<file path="config.mk">
export PLATFORM = sky130hd
export DESIGN_NAME = byte_stuffed_packet_deframer
export DESIGN_NICKNAME = d
export VERILOG_FILES = /design/src/hw/rtl/bspd_pkg.sv /design/src/hw/rtl/byte_stuffed_packet_deframer.sv
export SDC_FILE = /design/constraint.sdc
export NUM_CORES = 1
export LEC_CHECK = 0
export ABC_AREA = 0
export BUFFER_PORTS_ARGS = -buffer_cell sky130_fd_sc_hd__buf_2
export CAP_MARGIN = 20
export CORE_MARGIN = 2
export CORE_UTILIZATION = 55
export CTS_BUF_LIST = sky130_fd_sc_hd__clkbuf_16
export CTS_CLUSTER_SIZE = 16
export DETAILED_ROUTE_END_ITERATION = 8
export PLACE_DENSITY = 0.88
export SYNTH_ARGS = -nofsm -noshare
export SYNTH_HDL_FRONTEND = slang
export SYNTH_SLANG_ARGS = --single-unit
</file>
<file path="constraint.sdc">
create_clock -name clk -period 2.7 [get_ports clk]
set_clock_uncertainty 0.05 [all_clocks]
set_input_delay 0.135 -clock clk [delete_from_list [all_inputs] [get_ports clk]]
set_output_delay 0.135 -clock clk [all_outputs]
set_load 0.05 [all_outputs]
</file>
<file path="src/hw/rtl/bspd_pkg.sv">
// Shared constants and types for the byte-stuffed packet deframer.
// Holds the link symbol codes, result status codes and count widths.
// No dependencies.
package bspd_pkg;

  // Largest packet, in payload bytes, including the byte announced by an end marker.
  localparam int MAX_PAYLOAD = 1024;
  localparam int CNT_W       = $clog2(MAX_PAYLOAD);
  localparam int IDX_W       = 10;
  localparam int IDX_EXT_W   = CNT_W + IDX_W;

  localparam logic [7:0] SYM_START   = 8'h7a;
  localparam logic [7:0] SYM_END     = 8'h7b;
  localparam logic [7:0] SYM_CHANNEL = 8'h7c;
  localparam logic [7:0] SYM_ESC     = 8'h7d;
  localparam logic [7:0] SYM_IDLE    = 8'h4a;
  localparam logic [7:0] SYM_ESC2    = 8'h4d;
  localparam logic [7:0] ESC_XOR     = 8'h20;
  localparam logic [7:0] CHAN_ZERO   = 8'h00;

  typedef enum logic [2:0] {
    ST_START    = 3'd0,
    ST_DATA     = 3'd1,
    ST_LAST     = 3'd2,
    ST_CHAN_ERR = 3'd3,
    ST_SEQ_ERR  = 3'd4,
    ST_OVERFLOW = 3'd5
  } status_t;

endpackage

</file>
<file path="src/hw/rtl/byte_stuffed_packet_deframer.sv">
// Top level of the byte-stuffed packet deframer: framing state and result register.
// Depends on bspd_pkg for symbol codes, status codes and widths.
//
//   channel  direction  ports                                      handshake
//   in_      input      in_rx_byte                                 in_valid / in_stall
//   out_     output     out_status, out_data_byte, out_byte_index  out_valid / out_stall
//
// Each received byte is decoded in the cycle it is transferred, and its result (if any)
// is written into the output register at that same edge, so it is offered in the cycle
// after the transfer; one byte per cycle is sustained while no stalled result is held.
// The only storage between the channels is that single output register, so a stalled
// result holds in_stall high until the result is taken or the register is freed.
// rst_n is synchronous and active low; it puts the block into hunting for a start marker.
module byte_stuffed_packet_deframer (
  input  logic                       clk,
  input  logic                       rst_n,
  input  logic                       in_valid,
  output logic                       in_stall,
  input  logic [7:0]                 in_rx_byte,
  output logic                       out_valid,
  input  logic                       out_stall,
  output logic [2:0]                 out_status,
  output logic [7:0]                 out_data_byte,
  output logic [bspd_pkg::IDX_W-1:0] out_byte_index
);

  logic                       in_packet_r, in_packet_nxt;
  logic                       end_seen_r, end_seen_nxt;
  logic                       chan_pend_r, chan_pend_nxt;
  logic                       esc_pend_r, esc_pend_nxt;
  logic [bspd_pkg::CNT_W-1:0] count_r, count_nxt;

  logic                       out_valid_r, out_valid_nxt;
  bspd_pkg::status_t          status_r, res_status;
  logic [7:0]                 data_r, res_data;
  logic [bspd_pkg::IDX_W-1:0] index_r, res_index;

  logic                           in_xfer;
  logic                           out_xfer;
  logic                           res_valid;
  logic [7:0]                     unesc_byte;
  logic [bspd_pkg::IDX_EXT_W-1:0] index_ext;
  logic                           count_full;

  // A new byte may enter whenever the result register is empty or being drained.
  assign in_stall  = out_valid_r & out_stall;
  assign in_xfer   = in_valid & ~in_stall;
  assign out_xfer  = out_valid_r & ~out_stall;

  assign unesc_byte = esc_pend_r ? (in_rx_byte ^ bspd_pkg::ESC_XOR) : in_rx_byte;
  assign index_ext  = bspd_pkg::IDX_EXT_W'(count_r);
  assign count_full = (count_r == bspd_pkg::CNT_W'(bspd_pkg::MAX_PAYLOAD - 1));

  always_comb begin
    in_packet_nxt = in_packet_r;
    end_seen_nxt  = end_seen_r;
    chan_pend_nxt = chan_pend_r;
    esc_pend_nxt  = esc_pend_r;
    count_nxt     = count_r;
    res_valid     = 1'b0;
    res_status    = bspd_pkg::ST_DATA;
    res_data      = 8'h00;
    res_index     = '0;

    if (!in_packet_r && in_rx_byte != bspd_pkg::SYM_START) begin
      // Hunting: everything but a start marker is dropped.
    end else if (in_rx_byte == bspd_pkg::SYM_IDLE) begin
      // Idle bytes leave the state untouched.
    end else if (chan_pend_r) begin
      chan_pend_nxt = 1'b0;
      if (in_rx_byte != bspd_pkg::CHAN_ZERO) begin
        in_packet_nxt = 1'b0;
        end_seen_nxt  = 1'b0;
        esc_pend_nxt  = 1'b0;
        count_nxt     = '0;
        res_valid     = 1'b1;
        res_status    = bspd_pkg::ST_CHAN_ERR;
      end
    end else begin
      case (in_rx_byte)
        bspd_pkg::SYM_START: begin
          in_packet_nxt = 1'b1;
          end_seen_nxt  = 1'b0;
          esc_pend_nxt  = 1'b0;
          count_nxt     = '0;
          res_valid     = 1'b1;
          res_status    = bspd_pkg::ST_START;
        end
        bspd_pkg::SYM_END, bspd_pkg::SYM_CHANNEL: begin
          if (esc_pend_r || end_seen_r) begin
            in_packet_nxt = 1'b0;
            end_seen_nxt  = 1'b0;
            esc_pend_nxt  = 1'b0;
            count_nxt     = '0;
            res_valid     = 1'b1;
            res_status    = bspd_pkg::ST_SEQ_ERR;
          end else if (in_rx_byte == bspd_pkg::SYM_END) begin
            end_seen_nxt = 1'b1;
          end else begin
            chan_pend_nxt = 1'b1;
          end
        end
        bspd_pkg::SYM_ESC, bspd_pkg::SYM_ESC2: begin
          if (esc_pend_r) begin
            in_packet_nxt = 1'b0;
            end_seen_nxt  = 1'b0;
            esc_pend_nxt  = 1'b0;
            count_nxt     = '0;
            res_valid     = 1'b1;
            res_status    = bspd_pkg::ST_SEQ_ERR;
          end else begin
            esc_pend_nxt = 1'b1;
          end
        end
        default: begin
          esc_pend_nxt = 1'b0;
          res_valid    = 1'b1;
          if (end_seen_r) begin
            in_packet_nxt = 1'b0;
            end_seen_nxt  = 1'b0;
            count_nxt     = '0;
            res_status    = bspd_pkg::ST_LAST;
            res_data      = unesc_byte;
            res_index     = index_ext[bspd_pkg::IDX_W-1:0];
          end else if (count_full) begin
            // The last place is reserved for a byte announced by an end marker.
            in_packet_nxt = 1'b0;
            count_nxt     = '0;
            res_status    = bspd_pkg::ST_OVERFLOW;
          end else begin
            count_nxt  = count_r + 1'b1;
            res_status = bspd_pkg::ST_DATA;
            res_data   = unesc_byte;
            res_index  = index_ext[bspd_pkg::IDX_W-1:0];
          end
        end
      endcase
    end
  end

  always_comb begin
    out_valid_nxt = out_valid_r;
    if (in_xfer) begin
      out_valid_nxt = res_valid;
    end else if (out_xfer) begin
      out_valid_nxt = 1'b0;
    end
  end

  always_ff @(posedge clk) begin
    if (!rst_n) begin
      in_packet_r <= 1'b0;
      end_seen_r  <= 1'b0;
      chan_pend_r <= 1'b0;
      esc_pend_r  <= 1'b0;
      count_r     <= '0;
      out_valid_r <= 1'b0;
    end else begin
      out_valid_r <= out_valid_nxt;
      if (in_xfer) begin
        in_packet_r <= in_packet_nxt;
        end_seen_r  <= end_seen_nxt;
        chan_pend_r <= chan_pend_nxt;
        esc_pend_r  <= esc_pend_nxt;
        count_r     <= count_nxt;
      end
    end
  end

  always_ff @(posedge clk) begin
    if (in_xfer && res_valid) begin
      status_r <= res_status;
      data_r   <= res_data;
      index_r  <= res_index;
    end
  end

  assign out_valid      = out_valid_r;
  assign out_status     = status_r;
  assign out_data_byte  = data_r;
  assign out_byte_index = index_r;

  // A channel number is only awaited with no escape or end marker outstanding.
  a_chan_flags: assert property (@(posedge clk) disable iff (!rst_n)
    chan_pend_r |-> !(esc_pend_r || end_seen_r))
    else $error("channel pending together with escape or end flag");

  // Every error or last-byte result leaves the block hunting with a cleared count.
  a_hunt_after_end: assert property (@(posedge clk) disable iff (!rst_n)
    (in_xfer && res_valid && (res_status == bspd_pkg::ST_LAST ||
      res_status == bspd_pkg::ST_CHAN_ERR || res_status == bspd_pkg::ST_SEQ_ERR ||
      res_status == bspd_pkg::ST_OVERFLOW))
    |=> (!in_packet_r && count_r == '0 && !end_seen_r && !esc_pend_r))
    else $error("block not hunting after packet end or error");

  // A start result opens a fresh packet.
  a_start_opens: assert property (@(posedge clk) disable iff (!rst_n)
    (in_xfer && res_valid && res_status == bspd_pkg::ST_START)
    |=> (in_packet_r && count_r == '0))
    else $error("start marker did not open a packet");

  // Only payload results carry a data byte.
  a_data_zero: assert property (@(posedge clk) disable iff (!rst_n)
    (out_valid_r && !(status_r == bspd_pkg::ST_DATA || status_r == bspd_pkg::ST_LAST))
    |-> (data_r == 8'h00 && index_r == '0))
    else $error("non-payload result carries data");

endmodule
</file>
==> metrics.txt, run 1 <==
commonest non-fill, non-tap cell in the layout buf_2; nets around 240; ANT cells 0; multi-input logic area approximately 970 µm²; CP Launch Type flip-flop; Syn Nets 207; Overflow after GRT 0; antenna violations before repair 0; final worst path period share a little over four fifths; # fillers 267; EDFF count, synth 21; register area share after synthesis about 47%; layout cells sized above 1 between 20% and 30%; CTS tree yes; maximum VDD drop approximately 0.00031 V; Detailed Route Iter0 Violations roughly 110; drt via density ~6.1; post-cts hold buffer count 0; critical path class flip-flop to flip-flop; Buffers on Ports 34; synthesized area roughly 2000 µm²; first-pass GRT wire length 6890 µm; worst-path fanout max 18; clock latency on the worst-skew pair about 280 ps; Overall Power between 0.001 and 0.0015 W; vias 1678; Crit. End Element flip-flop; dpl ws slightly below 500 ps; Worst EP arrival between 2000 and 2500 ps; Main synth FF type edfxtp_1; die area between 4000 and 5000 µm²; Total GRT Usage 21.8%; Initial Util 58.5%; Most Crowded Layer GR met2; synth-to-layout area growth 17.6%; Lkg Pwr 0.817 nW; core area ~3400 µm²; Syn Area/Cell 10.3 µm²; Worst-path clk slew approximately 60 ps; met3 Usage GRT 7.22%; worst min-delay path class primary input to flip-flop; register area between 900 and 1000 µm²; die span in y around 64 µm; I/O pins 35; max-cap viol count 0; cells after synthesis slightly below 200; routed len/inst approximately 15 µm; DRT antenna net count 0; detailed placer's ending HPWL approximately 2800 µm; outcome complete, no violations; Synth warnings 0; fraction of registers with async set/reset 0%; CTS H-tree depth 2; worst rel slew slack about half; met1 GRT Util between 20% and 30%; fmax ~440 MHz; DRT Pass-1 Iters 4; setup TNS 0 ps; unique cell type count in the Yosys netlist 53; most frequent cells in the layout buf_2, edfxtp_1, and2_1; total CTS buffers 5; min Tclk post-route 2270 ps; Slew @ Worst Pin between 700 and 800 ps; final setup fails 0; largest net degree at the start of global routing 26; met2 Resource Use GR between 30 and 40%; register bit total from synthesis 36; gpl congestion around 0.91; Total Wirelength a little over 4000 µm; clk buf depth 2; # rows 21; Worst Path Required 2790 ps; fin worst setup slack between 400 and 500 ps; CTS Sinks 36; vias in the first global route 1478; setup bufs post-CTS 0; DIE WIDTH about 64 µm; PostCTS Resize Cnt 0; CTS root buf clkbuf_16; DRC 0; unrepaired setup endpoints after global routing no; pwr dens around 560 nW/µm²; Final Hold Fails 0; Slew Limit Fails 0
[sequential cells by signal, indices dropped and copies added (netlist names)]
register and cells:
out_valid 1, out_byte_index 10, out_data_byte 8, out_status 3, esc_pend_r 1, end_seen_r 1, in_packet_r 1, count_r 10
chan_pend_r 1
[layout make-up]
cell class	instances	area share (%)
sequential	36	39.6
tap	46	2.45
multi-input combinational	140	41.3
inverter	9	1.55
timing repair buffer	36	7.88
clock inverter	3	1.81
clock buffer	5	5.33
[per-stage QoR]
step | cells | utilization (%) | instance area, µm² | hold slack [ps]
final | 275 | 68.8 | 2350 | 101
after global routing | 275 | 68.8 | 2350 | 114
after CTS | 275 | 68.8 | 2350 | 99.5
after detailed placement | 267 | 63.8 | 2180 | 377
after global placement | 267 | 63.8 | 2180 | 392
after floorplan | 194 | - | 2000 | 264
[per-layer routing]
layer	share of wire (%)	routed length [µm]	up-vias
li1	-	-	812
met1	44	1800	789
met2	45	1860	69
met3	9.5	390	8
met4	1.7	70	0
met5	0	0	-
[power by group]
part,internal [W],switching (W)
Sequential,0.000583,0.0000122
Combinational,0.0000243,0.0000451
Clock,0.000433,0.000216
Total,0.00104,0.000273
[critical path, stage by stage (launching register included)]
cell and delay (ps):
dfxtp_1 360, ha_1 240, and3_1 210, nand3_1 150, nor3_1 110, a2111oi_4 730, and2_1 260
[final timing paths]
path	start	end	slack [ps]	cells after the start
worst max-delay path	count_r[0]	out_byte_index[7]	430	6
worst min-delay path	in_valid	out_valid	100	3
worst max register to register	count_r[0]	out_byte_index[7]	430	6
worst min register to register	count_r[9]	count_r[9]	440	2
[cell families (layout without fill, tap and decap cells)]
| family | count (synthesis) | in the layout | synth area share, % |
|---|---|---|---|
| compound gates | 48 | 48 | 20.6 |
| xor+xnor | 1 | 1 | 0.439 |
| fa+ha+maj | 1 | 1 | 0.626 |
| buf+inv | 18 | 53 | 4.76 |
| flops | 36 | 36 | 46.6 |
| simple gates | 90 | 90 | 26.9 |
[synth_stat cells, drive strengths merged, types with 2 or more instances]
| library cell | n | share of area (%) |
|---|---|---|
| o2111ai | 3 | 1.6 |
| inv | 9 | 1.8 |
| nor3 | 8 | 2.3 |
| nand2b | 3 | 1.3 |
| or2 | 2 | 0.63 |
| nor2 | 4 | 0.75 |
| o41ai | 2 | 0.88 |
| nand4 | 3 | 0.94 |
| o31ai | 4 | 1.8 |
| nor4 | 3 | 0.94 |
| clkbuf | 4 | 0.75 |
| buf | 5 | 2.2 |
| or3 | 3 | 0.94 |
| nor4b | 2 | 0.88 |
| a21oi | 6 | 1.5 |
| nand4b | 4 | 1.8 |
| and3b | 2 | 0.88 |
| o311ai | 2 | 0.88 |
| and2 | 19 | 6.0 |
| edfxtp | 21 | 32 |
| o21ai | 10 | 2.5 |
| o32ai | 2 | 0.88 |
| and3 | 3 | 0.94 |
| dfxtp | 15 | 15 |
| nand3 | 8 | 2.0 |
| a211oi | 9 | 4.9 |
| nand2 | 18 | 3.4 |
| nand3b | 2 | 0.75 |
| o211ai | 4 | 1.8 |
No activity file was read; power rests on OpenSTA's default activity.
==> run 2: changes to the inputs <==
ABC_AREA = 1   (was 0)
clock period = 2.3 ns   (was 2.7 ns; I/O delays follow)
==> run 2 against run 1 <==
  * Total power up 12%
  * Combinational power down 22%
  * Sequential share of layout area down 0.23 points
  * Fmax up 12%
  * First-iteration DRC count down 2.8%
  * Largest power group unchanged
  * Clock power up 14%
  * Critical path depth up 1
==> metrics.txt, run 2 <==
synth-to-layout area growth 19.9% (was 17.6%); register area share after synthesis 47.3% (was 46.6%); setup bufs post-CTS 0 (unchanged); Comb pwr share 3.7% (was 5.3%); final core utilization 69.7% (was 68.8%); register area 931 µm² (unchanged); commonest non-fill, non-tap cell in the layout nand2_1 (was buf_2); Slew @ Worst Pin 448 ps (was 763 ps); Flop pwr share 46.1% (was 45.3%); drt via density 5.15 (was 6.10); die span in y 63.8 µm (was 64.3 µm); worst min-delay path class primary input to flip-flop (unchanged); DRT Pass-1 Iters 4 (unchanged); critical path class flip-flop to flip-flop (unchanged); Detailed Route Iter0 Violations 105 (was 108); Fin Hold WS 89.1 ps (was 101 ps); worst-path fanout max 15 (was 18); CTS Sinks 36 (unchanged); total CTS buffers 5 (unchanged); register bit total from synthesis 36 (unchanged); antenna violations before repair 0 (unchanged); crit-path leading delay family simple AND/OR/NAND/NOR gates (unchanged); gpl congestion 0.935 (was 0.912); vias in the first global route 1542 (was 1478); critical-path cell list ha_1 -> nand3_1 -> nor2_1 -> nand3b_1 -> o21ai_4 -> buf_12 -> nor2_1 (was ha_1 -> and3_1 -> nand3_1 -> nor3_1 -> a2111oi_4 -> and2_1); most frequent cell after synthesis nand2_1 (was edfxtp_1); CTS root buf clkbuf_16 (unchanged); hold path cells 3 (unchanged); count of cell instances traversed by the critical path 7 (was 6); Syn Nets 260 (was 207); unrepaired setup endpoints after global routing no (unchanged); most frequent cells after synthesis nand2_1, nor2_1, inv_1, edfxtp_1, nand3_1 (was edfxtp_1, and2_1, nand2_1, dfxtp_1); I/O pins 35 (unchanged); placed instance count 325 (was 267); Layout Cells excl Fill 333 (was 275); min Tclk post-route 2020 ps (was 2270 ps); Clk pwr share 50.3% (was 49.4%); ANT cells 0 (unchanged); DIE WIDTH 63.8 µm (was 64.3 µm); worst rel slew slack 70.1% (was 49.2%); fmax 496 MHz (was 441 MHz); clock latency on the worst-skew pair 280 ps (about the same); Overflow after GRT 0 (unchanged); final setup fails 0 (unchanged); most frequent cells in the layout nand2_1, nor2_1, inv_1 (was buf_2, edfxtp_1, and2_1); largest net degree at the start of global routing 17 (was 26); Syn Area/Cell 7.97 µm² (was 10.3 µm²); DRC 0 (unchanged); EDFF count, synth 21 (unchanged); Pint 0.00120 W (was 0.00104 W); Worst Path Buf+Inv 1 (was 0); first-pass GRT wire length 6740 µm (was 6890 µm); Worst Path Required 2280 ps (was 2790 ps); DRT antenna net count 0 (unchanged); clk buf depth 2 (unchanged); CTS H-tree depth 2 (unchanged); Crit. End Element flip-flop (unchanged); Crit-path slowest cell dfxtp_1 (was a2111oi_4); Total GRT Usage 21.7% (was 21.8%); design area 2360 µm² (was 2350 µm²); multi-input logic area 857 µm² (was 971 µm²); maximum VDD drop 0.000545 V (was 0.000314 V); Worst EP arrival 2000 ps (was 2350 ps); Yosys top cell by area edfxtp_1 (unchanged); Worst-path clk slew 50 ps (was 60 ps); nets 299 (was 241); fraction of registers with async set/reset 0% (unchanged); Crit path largest cell delay 380 ps (was 730 ps); sw frac 18.5% (was 20.8%); Buffers on Ports 34 (unchanged); unique cell type count in the Yosys netlist 25 (was 53); pwr dens 622 nW/µm² (was 559 nW/µm²); Final Hold Fails 0 (unchanged); Synth warnings 0 (unchanged); Slew Limit Fails 0 (unchanged); Post-Place Cell Area 2200 µm² (was 2180 µm²); CP Launch Type flip-flop (unchanged); vias 1714 (was 1678); layout cells sized above 1 26.1% (was 24.9%); synthesized area 1970 µm² (was 2000 µm²); outcome complete, no violations (unchanged); Main synth FF type edfxtp_1 (unchanged); Worst path most repeated cell nor2_1; die area 4080 µm² (was 4130 µm²); PostCTS Resize Cnt 0 (unchanged); setup TNS 0 ps (unchanged); dominant cells by area after synthesis edfxtp_1, dfxtp_1, nand2_1, nor2_1, inv_1 (was edfxtp_1, dfxtp_1, and2_1, nand2_1, a211oi_1); Lkg Pwr 1.05 nW (was 0.817 nW); detailed placer's ending HPWL 2890 µm (was 2840 µm); CTS tree yes (unchanged); R2R cell count 7 (was 6); # fillers 269 (was 267); # rows 21 (unchanged); top-area cell type share of the netlist area 32.0% (was 31.6%); max-cap viol count 0 (unchanged); routed len/inst 11.7 µm (was 15.0 µm); core area 3390 µm² (was 3420 µm²); Initial Util 58.1% (was 58.5%); final worst path period share 87.6% (was 83.9%); Psw 0.000271 W (was 0.000273 W); Total Wirelength 3890 µm (was 4120 µm); post-cts hold buffer count 0 (unchanged); cells after synthesis 247 (was 194)
[run 2: cell count changes in the layout (fill, tap and decap cells not counted), moves of 4 or more]
cell | previous run | this run
o21ai_1 | 4 | 0
nand2_2 | 0 | 7
nand4_1 | 3 | 7
nand4b_1 | 4 | 0
nor2_2 | 0 | 12
nor2_4 | 0 | 5
a211oi_1 | 6 | 1
nand2_1 | 18 | 53
inv_1 | 8 | 35
nand3_1 | 8 | 19
and2_1 | 19 | 0
nor2_1 | 4 | 36
[run 2: per-layer routing]
| metal | GRT usage [%] | wire length, µm | up-vias |
|---|---|---|---|
| met5 | 0 | 0 | - |
| met4 | 10.9 | 101 | 0 |
| met3 | 6.34 | 291 | 11 |
| met2 | 35.5 | 1850 | 75 |
| met1 | 26.0 | 1650 | 759 |
| li1 | - | - | 869 |
[run 2: kinds of logic (layout without fill, tap and decap cells)]
| kind of cell | count (synthesis) | count (layout) | synth area share (%) |
|---|---|---|---|
| and+or+nand+nor | 152 | 152 | 37.7 |
| buffers and inverters | 42 | 82 | 9.21 |
| DFF | 36 | 36 | 47.3 |
| AOI/OAI and AO/OA | 14 | 14 | 4.26 |
| xor gates and xnor gates | 2 | 2 | 0.890 |
| adders and majority gates | 1 | 1 | 0.635 |
[run 2: power by group through the flow]
stage / logic, W / registers [W] / clock network (W)
global route: 0.0000600 / 0.000676 / 0.000778
finish: 0.0000538 / 0.000677 / 0.000738
detailed placement: 0.0000524 / 0.000689 / 0
CTS: 0.0000535 / 0.000676 / 0.000744
floorplan: 0.0000320 / 0.000691 / 0
global placement: 0.0000506 / 0.000689 / 0
[run 2: path summary, 6_finish.rpt]
kind	start	to	slack, ps
max	count_r[0]	out_data_byte[2]	280
min	out_stall	out_valid	90
min reg2reg	in_packet_r	in_packet_r	440
max reg2reg	count_r[0]	out_data_byte[2]	280
[run 2: metrics by stage]
stage	power (W)	worst slack, ps
after global placement	0.000740	443
after floorplan	0.000723	439
after CTS	0.00147	287
after global routing	0.00151	115
final	0.00147	284
after detailed placement	0.000742	328
[run 2: cell type report]
class | instances | area share, %
Clock buffer | 5 | 5.30
Tap cell | 46 | 2.44
Inverter | 38 | 6.04
Clock inverter | 3 | 1.64
Sequential cell | 36 | 39.4
Multi-Input combinational cell | 169 | 36.3
Timing Repair Buffer | 36 | 8.90
[run 2: tightest hold or removal path, stage by stage]
cell     delay, ps
buf_2           90
nand2_1         90
a21oi_1         70
